==> src/hw/rtl/stt_pkg.sv <==
`default_nettype none

package stt_pkg;

  // Table size and counter width.
  localparam int NUM_TASKS     = 16;
  localparam int INTERVAL_BITS = 16;
  localparam int SLOT_W        = (NUM_TASKS > 1) ? $clog2(NUM_TASKS) : 1;

  // Fixed field widths of the stream payload.
  localparam int OP_W        = 3;
  localparam int IVAL_W      = 16;
  localparam int KIND_W      = 2;
  localparam int ID_W        = 10;
  localparam int FIRE_SLOT_W = 4;
  localparam int STATUS_W    = 2;
  localparam int IN_DATA_W   = 32;
  localparam int OUT_DATA_W  = 24;

  // Task ids are the slot number plus this base; 11 bits hold base plus table size.
  localparam int ID_CMP_W = 11;
  localparam logic [ID_CMP_W-1:0] ID_BASE  = ID_CMP_W'(1000);
  localparam logic [ID_CMP_W-1:0] ID_LIMIT = ID_CMP_W'(1000 + NUM_TASKS);
  localparam logic [SLOT_W-1:0]   LAST_SLOT = SLOT_W'(NUM_TASKS - 1);

  localparam logic [OP_W-1:0] OP_CLEAR  = 3'd0;
  localparam logic [OP_W-1:0] OP_CREATE = 3'd1;
  localparam logic [OP_W-1:0] OP_TICK   = 3'd2;
  localparam logic [OP_W-1:0] OP_CHECK  = 3'd3;
  localparam logic [OP_W-1:0] OP_SET    = 3'd4;

  localparam logic [KIND_W-1:0] KIND_EMPTY     = 2'd0;
  localparam logic [KIND_W-1:0] KIND_ONE_SHOT  = 2'd1;
  localparam logic [KIND_W-1:0] KIND_CYCLIC    = 2'd2;
  localparam logic [KIND_W-1:0] KIND_ONCE_KILL = 2'd3;

  localparam logic [STATUS_W-1:0] STATUS_OK     = 2'd0;
  localparam logic [STATUS_W-1:0] STATUS_FULL   = 2'd1;
  localparam logic [STATUS_W-1:0] STATUS_BAD_ID = 2'd2;

  // Command from the controller to the datapath.
  typedef struct packed {
    logic exec;      // carry out the operation of the accepted beat
  } stt_cmd_t;

endpackage

`default_nettype wire

==> src/hw/rtl/software_timer_task_table_top.sv <==
// Software timer task table: a cooperative scheduler for NUM_TASKS task slots.
// Input stream: one beat is one operation. in_tuser carries the opcode (clear,
// create, tick, check, set interval); in_tdata carries its operands.
// Result stream: exactly one beat per operation, in order, with the created
// task id, the fire flag and slot of a check, and a status code.
// Latency: the result beat is valid in the cycle after the input beat is
// accepted. Throughput: one operation per cycle while results are taken; each
// operation is done in a single pass of the datapath, with tick decrementing
// active nonzero counters at once and create using a priority encoder over
// the slot kinds. A single result register sits between the channels; while
// it holds a beat that the receiver does not take, in_tready follows
// out_tready, so the block stalls without losing or repeating a beat.
// Reset (rst_n low, synchronous) empties every slot, makes every counter
// inactive and returns the check pointer to slot 0. Intervals are not reset
// and are defined once a create or set interval has written them.
`default_nettype none

module software_timer_task_table_top
  import stt_pkg::*;
(
  input  wire logic                  clk,
  input  wire logic                  rst_n,
  input  wire logic                  in_tvalid,
  output logic                       in_tready,
  // interval_value[15:0], kind[17:16], target_id[27:18], zero[31:28]
  input  wire logic [IN_DATA_W-1:0]  in_tdata,
  // op[2:0]
  input  wire logic [OP_W-1:0]       in_tuser,
  output logic                       out_tvalid,
  input  wire logic                  out_tready,
  // new_id[9:0], fire[10], fire_slot[14:11], status[16:15], zero[23:17]
  output logic [OUT_DATA_W-1:0]      out_tdata
);

  stt_cmd_t                cmd;
  logic [ID_W-1:0]         new_id;
  logic                    fire;
  logic [FIRE_SLOT_W-1:0]  fire_slot;
  logic [STATUS_W-1:0]     status;

  stt_ctrl u_ctrl (
    .clk        (clk),
    .rst_n      (rst_n),
    .in_tvalid  (in_tvalid),
    .in_tready  (in_tready),
    .out_tvalid (out_tvalid),
    .out_tready (out_tready),
    .cmd        (cmd)
  );

  stt_datapath u_datapath (
    .clk            (clk),
    .rst_n          (rst_n),
    .cmd            (cmd),
    .op             (in_tuser),
    .interval_value (in_tdata[15:0]),
    .kind           (in_tdata[17:16]),
    .target_id      (in_tdata[27:18]),
    .new_id         (new_id),
    .fire           (fire),
    .fire_slot      (fire_slot),
    .status         (status)
  );

  assign out_tdata = {7'd0, status, fire_slot, fire, new_id};

endmodule

`default_nettype wire

==> src/hw/rtl/stt_ctrl.sv <==
`default_nettype none

module stt_ctrl
  import stt_pkg::*;
(
  input  wire logic     clk,
  input  wire logic     rst_n,
  input  wire logic     in_tvalid,
  output logic          in_tready,
  output logic          out_tvalid,
  input  wire logic     out_tready,
  output stt_cmd_t      cmd
);

  localparam logic ST_EMPTY = 1'b0;
  localparam logic ST_FULL  = 1'b1;

  logic state_r, state_nxt;
  logic accept;

  // The result register may be refilled in the cycle its beat is taken.
  assign in_tready  = (state_r == ST_EMPTY) || out_tready;
  assign accept     = in_tvalid && in_tready;
  assign out_tvalid = (state_r == ST_FULL);
  assign cmd.exec   = accept;

  always_comb begin
    state_nxt = state_r;
    case (state_r)
      ST_EMPTY: begin
        if (accept) state_nxt = ST_FULL;
      end
      ST_FULL: begin
        if (out_tready && !accept) state_nxt = ST_EMPTY;
      end
      default: state_nxt = ST_EMPTY;
    endcase
  end

  always_ff @(posedge clk) begin
    if (!rst_n) begin
      state_r <= ST_EMPTY;
    end else begin
      state_r <= state_nxt;
    end
  end

  a_accept_gives_result: assert property (@(posedge clk) disable iff (!rst_n)
    in_tvalid && in_tready |=> out_tvalid)
    else $error("accepted beat produced no result");

  a_no_exec_while_stalled: assert property (@(posedge clk) disable iff (!rst_n)
    out_tvalid && !out_tready |-> !cmd.exec)
    else $error("operation executed over a stalled result");

  a_ready_when_empty: assert property (@(posedge clk) disable iff (!rst_n)
    !out_tvalid |-> in_tready)
    else $error("input stalled with an empty result register");

endmodule

`default_nettype wire

==> src/hw/rtl/stt_datapath.sv <==
`default_nettype none

module stt_datapath
  import stt_pkg::*;
(
  input  wire logic                     clk,
  input  wire logic                     rst_n,
  input  wire stt_cmd_t                 cmd,
  input  wire logic [OP_W-1:0]          op,
  input  wire logic [IVAL_W-1:0]        interval_value,
  input  wire logic [KIND_W-1:0]        kind,
  input  wire logic [ID_W-1:0]          target_id,
  output logic [ID_W-1:0]               new_id,
  output logic                          fire,
  output logic [FIRE_SLOT_W-1:0]        fire_slot,
  output logic [STATUS_W-1:0]           status
);

  // A counter of -1 is kept as a cleared active bit.
  logic [NUM_TASKS-1:0]     act_r, act_nxt;
  logic [INTERVAL_BITS-1:0] cnt_r   [NUM_TASKS];
  logic [INTERVAL_BITS-1:0] cnt_nxt [NUM_TASKS];
  logic [KIND_W-1:0]        kind_r  [NUM_TASKS];
  logic [KIND_W-1:0]        kind_nxt[NUM_TASKS];
  logic [INTERVAL_BITS-1:0] period_r[NUM_TASKS];
  logic [SLOT_W-1:0]        ptr_r, ptr_nxt;

  logic                     per_we;
  logic [SLOT_W-1:0]        per_addr;

  logic [ID_W-1:0]          new_id_r, new_id_nxt;
  logic                     fire_r, fire_nxt;
  logic [FIRE_SLOT_W-1:0]   fire_slot_r, fire_slot_nxt;
  logic [STATUS_W-1:0]      status_r, status_nxt;

  logic [INTERVAL_BITS-1:0] ival;
  logic                     free_found;
  logic [SLOT_W-1:0]        free_slot;
  logic [ID_CMP_W-1:0]      tid_ext, tid_off;
  logic                     tid_ok;
  logic [SLOT_W-1:0]        tid_slot;
  logic                     hit;
  logic [31:0]              slot_wide;

  assign ival     = INTERVAL_BITS'(interval_value);
  assign tid_ext  = ID_CMP_W'(target_id);
  assign tid_ok   = (tid_ext >= ID_BASE) && (tid_ext < ID_LIMIT);
  assign tid_off  = tid_ext - ID_BASE;
  assign tid_slot = tid_off[SLOT_W-1:0];
  assign hit      = act_r[ptr_r] && (cnt_r[ptr_r] == '0);

  // Lowest slot whose kind is empty.
  always_comb begin
    free_found = 1'b0;
    free_slot  = '0;
    for (int i = 0; i < NUM_TASKS; i++) begin
      if (!free_found && kind_r[i] == KIND_EMPTY) begin
        free_found = 1'b1;
        free_slot  = SLOT_W'(i);
      end
    end
  end

  always_comb begin
    act_nxt       = act_r;
    cnt_nxt       = cnt_r;
    kind_nxt      = kind_r;
    ptr_nxt       = ptr_r;
    per_we        = 1'b0;
    per_addr      = free_slot;
    new_id_nxt    = '0;
    fire_nxt      = 1'b0;
    fire_slot_nxt = '0;
    status_nxt    = STATUS_OK;
    slot_wide     = 32'(ptr_r);

    case (op)
      OP_CLEAR: begin
        act_nxt = '0;
        for (int i = 0; i < NUM_TASKS; i++) kind_nxt[i] = KIND_EMPTY;
      end
      OP_CREATE: begin
        if (free_found) begin
          kind_nxt[free_slot] = kind;
          cnt_nxt[free_slot]  = ival;
          act_nxt[free_slot]  = 1'b1;
          per_we              = 1'b1;
          per_addr            = free_slot;
          new_id_nxt          = ID_W'(ID_BASE + ID_CMP_W'(free_slot));
        end else begin
          status_nxt = STATUS_FULL;
        end
      end
      OP_TICK: begin
        for (int i = 0; i < NUM_TASKS; i++) begin
          if (act_r[i] && cnt_r[i] != '0) cnt_nxt[i] = cnt_r[i] - 1'b1;
        end
      end
      OP_CHECK: begin
        if (hit) begin
          fire_nxt      = 1'b1;
          fire_slot_nxt = slot_wide[FIRE_SLOT_W-1:0];
          case (kind_r[ptr_r])
            KIND_ONE_SHOT:  act_nxt[ptr_r] = 1'b0;
            KIND_CYCLIC:    cnt_nxt[ptr_r] = period_r[ptr_r];
            KIND_ONCE_KILL: begin
              act_nxt[ptr_r]  = 1'b0;
              kind_nxt[ptr_r] = KIND_EMPTY;
            end
            default: ;  // an unknown kind leaves the counter at zero
          endcase
        end
        ptr_nxt = (ptr_r == LAST_SLOT) ? '0 : ptr_r + 1'b1;
      end
      OP_SET: begin
        if (tid_ok) begin
          cnt_nxt[tid_slot] = ival;
          act_nxt[tid_slot] = 1'b1;
          per_we            = 1'b1;
          per_addr          = tid_slot;
        end else begin
          status_nxt = STATUS_BAD_ID;
        end
      end
      default: ;
    endcase
  end

  always_ff @(posedge clk) begin
    if (!rst_n) begin
      act_r <= '0;
      ptr_r <= '0;
      for (int i = 0; i < NUM_TASKS; i++) kind_r[i] <= KIND_EMPTY;
    end else if (cmd.exec) begin
      act_r  <= act_nxt;
      ptr_r  <= ptr_nxt;
      kind_r <= kind_nxt;
    end
  end

  always_ff @(posedge clk) begin
    if (cmd.exec) begin
      cnt_r       <= cnt_nxt;
      new_id_r    <= new_id_nxt;
      fire_r      <= fire_nxt;
      fire_slot_r <= fire_slot_nxt;
      status_r    <= status_nxt;
    end
  end

  always_ff @(posedge clk) begin
    if (cmd.exec && per_we) period_r[per_addr] <= ival;
  end

  assign new_id    = new_id_r;
  assign fire      = fire_r;
  assign fire_slot = fire_slot_r;
  assign status    = status_r;

endmodule

`default_nettype wire

==> config.mk <==
export PLATFORM = sky130hd
export DESIGN_NAME = software_timer_task_table_top
export DESIGN_NICKNAME = d
export VERILOG_FILES = /design/src/hw/rtl/stt_pkg.sv /design/src/hw/rtl/software_timer_task_table_top.sv /design/src/hw/rtl/stt_ctrl.sv /design/src/hw/rtl/stt_datapath.sv
export SDC_FILE = /design/constraint.sdc
export NUM_CORES = 2
export LEC_CHECK = 0
export BUFFER_PORTS_ARGS = -buffer_cell sky130_fd_sc_hd__buf_2
export CAP_MARGIN = 20
export CORE_ASPECT_RATIO = 1.4
export CORE_UTILIZATION = 62
export CTS_BUF_LIST = sky130_fd_sc_hd__clkbuf_4 sky130_fd_sc_hd__clkbuf_8
export CTS_CLUSTER_SIZE = 8
export DETAILED_ROUTE_END_ITERATION = 10
export GPL_TIMING_DRIVEN = 0
export PLACE_DENSITY = 0.77
export SYNTH_ARGS = -nofsm -noshare
export SYNTH_HDL_FRONTEND = slang
export SYNTH_SLANG_ARGS = --single-unit
export TNS_END_PERCENT = 1
==> constraint.sdc <==
create_clock -name clk -period 10.5 [get_ports clk]
set_clock_uncertainty 0.05 [all_clocks]
set_input_delay 1.05 -clock clk [delete_from_list [all_inputs] [get_ports clk]]
set_output_delay 1.05 -clock clk [all_outputs]
set_load 0.02 [all_outputs]
==> out/metrics.yaml, run 1 <==
synth:
  ys_seq_area_share_pct: 49.4
  ys_warn_count: 0
  syn_area_per_cell_um2: 9.74
  ys_ff_latch: 582
  synth-simple-area-share_pct: 16.8
  muxShareOfSynthArea_pct: 7.22
  synth_top_family_by_area: "compound AO/OA/AOI/OAI gates"
  async_flop_share_pct: 0
  syn_inst: 3512
  synth_cell_type_count: 84
  synth_edf_count: 525
  synthAdderAreaFrac_pct: 0.768
  synth_area_mm2: 0.0342
  synth_ff_type: "edfxtp_1"
  synth_compound_area_share_pct: 21.8
  synth_xor_area_share_pct: 0.205
floorplan:
  start_util_pct: 62.9
  rows: 101
  fp.dieW_um: 200
  io_pins: 65
  fp.dieH_um: 280
run_status:
  outcome: "aborted with a tool error"
  error_line: "[ERROR GRT-0116] Global routing finished with congestion. Check the congestion regions in the DRC Viewer."
  lastStage: "5_1_grt"
global_route:
  grt_pass1_vias: 37500
  grt_max_degree: 24
  grt_use_total_pct: 69.7
  grt_first_pass_wirelength_um: 277000
  grt-ovfl-total: 2
clock_network:
  cts.sink_count: 582
  cts_made_buffers: 92
  postCtsHoldBufs: 0
  clockRootBuffer: "clkbuf_8"
  postCtsResizedCells: 0
  cts_buffer_depth: 3
  cts_setup_buffers: 0
  htreeDepth: 3
placed_design:
  gp_congestion: 1.24
  port_buffers: 52
  pre_cts_ws_ps: 4700
  dp_hpwl_um: 128000
[per-stage QoR]
| stage | cells | area, um^2 |
|---|---|---|
| 4_1_cts | 4540 | 38900 |
| 3_5_place_dp | 4385 | 37100 |
| 3_3_place_gp | 4291 | 35400 |
| 2_1_floorplan | 3518 | 34200 |
[metal layers]
metal	track usage, %	overflow
met3	50.5	0
met1	71.6	0
met4	69.7	0
met2	88.2	2
met5	12.8	0
[cell families after synthesis]
| kind of cell | count (synthesis) |
|---|---|
| flops | 582 |
| compound gates | 1177 |
| fa+ha+maj | 21 |
| mux | 144 |
| xor+xnor | 8 |
| buf+inv | 328 |
| simple gates | 1251 |
| other cells | 1 |
[Yosys cell counts, types with 8 or more instances]
cell type	number	area, um^2
and3_1	17	106
nor3_1	135	676
buf_1	32	120
nor4_1	46	288
o41ai_1	8	70.1
a31oi_1	37	231
o2111ai_1	9	78.8
a221oi_1	56	490
a22o_1	8	70.1
o21ai_0	407	2040
nor3b_1	22	165
edfxtp_1	525	15800
a32o_1	24	240
mux4_2	81	1820
nand2b_1	23	144
o22a_1	9	78.8
o31ai_1	13	97.6
a222oi_1	30	300
mux2i_1	51	510
a32oi_1	9	78.8
inv_1	52	195
mux2_2	12	135
o311ai_0	11	96.3
buf_4	12	90.1
o221ai_1	17	149
o211ai_1	33	248
a21o_1	9	67.6
nor2_1	399	1500
nand3_1	64	320
ha_1	21	263
a22oi_1	24	180
or2_2	17	106
a21oi_1	303	1520
a221o_1	49	490
and2_1	25	156
o21ai_1	10	50.1
nand4_1	11	68.8
dfxtp_1	57	1140
nor2b_1	15	93.8
or4_1	18	135
or3_1	35	219
clkbuf_1	224	841
o22ai_1	51	319
nand2_1	397	1490
==> run 2, diff against run 1 <==
--- a/config.mk
+++ b/config.mk
@@ -7,13 +7,10 @@
 export LEC_CHECK = 0
 export BUFFER_PORTS_ARGS = -buffer_cell sky130_fd_sc_hd__buf_2
 export CAP_MARGIN = 20
-export CORE_ASPECT_RATIO = 1.4
-export CORE_UTILIZATION = 62
-export CTS_BUF_LIST = sky130_fd_sc_hd__clkbuf_4 sky130_fd_sc_hd__clkbuf_8
-export CTS_CLUSTER_SIZE = 8
+export CORE_UTILIZATION = 40
 export DETAILED_ROUTE_END_ITERATION = 10
 export GPL_TIMING_DRIVEN = 0
-export PLACE_DENSITY = 0.77
+export PLACE_DENSITY_LB_ADDON = 0.15
 export SYNTH_ARGS = -nofsm -noshare
 export SYNTH_HDL_FRONTEND = slang
 export SYNTH_SLANG_ARGS = --single-unit
==> run 2 against run 1 <==
Effect of this change: the flow now finishes without violations; synthesized cell count unchanged; area after synthesis stayed put.
==> out/metrics.yaml, run 2 <==
detailed_routing:
  ant_nets: 0
  initialDrtViolationCount: 6865
  drc: 0
  post_drt_wl_per_cell_um: 37.5
  vias: 35000
  via_per_inst: 7.03
  finalWirelength_um: 187000
  dr.pass1.iters: 9
synth:
  synth_cell_type_count: 84  # unchanged
  synth_area_mm2: 0.0342  # unchanged
  ys_seq_area_share_pct: 49.4  # unchanged
  synth_edf_count: 525  # unchanged
  synth.most_common_cell: "edfxtp_1"  # unchanged
  synth.top_cell.area_share_pct: 46.1  # unchanged
  syn_inst: 3512  # unchanged
  syn_area_per_cell_um2: 9.74  # unchanged
  synth_area_leaders: "edfxtp_1, o21ai_0, mux4_2"  # unchanged
  synth_area_leader_cell: "edfxtp_1"  # unchanged
  ys_ff_latch: 582  # unchanged
  yosys-top-cells-count: "edfxtp_1, o21ai_0, nor2_1, nand2_1, a21oi_1"  # unchanged
  synth_ff_type: "edfxtp_1"  # unchanged
  async_flop_share_pct: 0  # unchanged
  ys_warn_count: 0  # unchanged
critical_path:
  r2r_setup_slack_ps: 4680
  cp.arrival_ps: 6150
  critical_path_class: "register to register"
  critPathCaptureType: "register"
  start_kind: "register"
  cp.required_ps: 10830
  cp_max_fo: 7
sta:
  rsz0062_at_grt: "false"
  drv_slew: 0
  period_share_pct: 55.4
  setup_tns_ps: 0
  worstMarginPinSlew_ps: 1420
  period_minus_slack_ps: 5820
  timing.fmax_ghz: 0.172
  hold_ws_ps: 436
  hold_viol_final: 0
  relSlewSlack_pct: 5.13
  setup_viol: 0
floorplan:
  rows: 106  # was 101
  core_mm2: 0.0841
  fp.dieH_um: 294  # was 280 um
  io_pins: 65  # unchanged
  die-area_mm2: 0.0867
  fp.dieW_um: 294  # was 200 um
  start_util_pct: 40.7  # was 62.9%
global_route:
  antenna_found_initial: 18
  grt_pass1_vias: 31600
  grt-ovfl-total: 0
  grt_max_degree: 24
  grt_use_total_pct: 42.5
  grt_first_pass_wirelength_um: 254000
placed_design:
  dp_hpwl_um: 137000  # was 128000 um
  port_buffers: 52  # unchanged
  gp_congestion: 1.11  # was 1.24
power:
  p_leak_nw: 13.2
  ir_worst_vdd_uv: 132
  power.density_mw_per_mm2: 145
final_layout:
  final_common_cell: "edfxtp_1"
  syn_to_final_growth_pct: 18.6
  nFillCells: 7873
  layout.nets: 3831
  drive_above_1_share_pct: 12.5
  final_cell_mix: "edfxtp_1, o21ai_0, nand2_1, nor2_1, a21oi_1"
clock_network:
  cts_made_buffers: 73  # was 92
  postCtsResizedCells: 0  # unchanged
  clock_latency_ps: 680
  cts_tree: "built"
  postCtsHoldBufs: 0  # unchanged
  cts_setup_buffers: 0  # unchanged
  clk_pin_slew_worst_paths_ps: 60
  cts_buffer_depth: 3  # unchanged
  htreeDepth: 3  # unchanged
  clockRootBuffer: "clkbuf_16"  # was clkbuf_8
  cts.sink_count: 582  # unchanged
flow_run:
  drv_cap: 0
hold_path:
  min_path_type: "register to register"
run_status:
  outcome: "finished, final reports clean"  # was aborted with a tool error
-- run 2: per-layer routing --
metal  vias to the layer above  GRT usage (%)  wire, um
met5                         -              0        86
met4                        14           33.0     16900
met3                       829           14.9     27000
met2                      3111           58.6     75100
met1                     16900           54.0     67700
li1                      14100              -         -
-- run 2: final timing paths --
kind / startpoint / endpoint / cells after the start
min reg2reg: u_datapath.kind_r[15]$_SDFFE_PN0P_ / u_datapath.kind_r[15]$_SDFFE_PN0P_ / 2
max: register / register / 11
min: u_datapath.kind_r[15]$_SDFFE_PN0P_ / u_datapath.kind_r[15]$_SDFFE_PN0P_ / 2
max reg2reg: register / register / 11
-- run 2: power by group --
group / switching, mW / internal [mW] / leakage (nW)
Sequential: 0.0256 / 2.55 / 5.25
Clock: 1.15 / 1.56 / 1.22
Combinational: 0.435 / 0.161 / 6.75
-- run 2: logic make-up (layout without fill, tap and decap cells) --
family | after synthesis | after routing | synth area share [%]
other cells | 1 | 21 | 0.0110
flops | 582 | 582 | 49.4
buf+inv | 328 | 639 | 3.77
simple gates | 1251 | 1251 | 16.8
xor+xnor | 8 | 8 | 0.205
fa+ha+maj | 21 | 21 | 0.768
mux | 144 | 144 | 7.22
compound gates | 1177 | 1177 | 21.8
-- run 2: critical path: stages, from the launching register on --
cell       delay, ps
edfxtp_1         510
nor4_2           460
nand3_1          240
nor3_1           770
a311oi_1         520
or4_1            620
clkbuf_2         210
o311a_1          390
o31a_4           420
a2111oi_2        790
buf_4            310
buf_4            200
-- run 2: stage by stage --
stage | cells | power (mW) | setup WS [ps] | instance area (um^2) | util [%]
3_3_place_gp | 4704 | 3.12 | 1080 | 35900 | 42.7
4_1_cts | 4955 | 5.84 | 4860 | 40400 | 48.1
3_5_place_dp | 4822 | 3.17 | 4840 | 37900 | 45.0
2_1_floorplan | 3518 | 2.86 | 4540 | 34200 | -
6_report | 4977 | 5.88 | 4680 | 40500 | 48.2
5_1_grt | 4963 | 5.97 | 4720 | 40500 | 48.2
-- run 2: cell type report --
class,instances,area (um^2),area share (%)
sequential,582,16900,41.7
multi-input combinational,2608,16200,40.0
timing repair buffer,178,2100,5.18
clock buffer,91,1970,4.85
tap,1134,1420,3.50
buffer,274,1100,2.70
clock inverter,42,582,1.43
inverter,54,203,0.500
antenna,14,35.0,0.0864
Power figures use the tool's default switching activity.
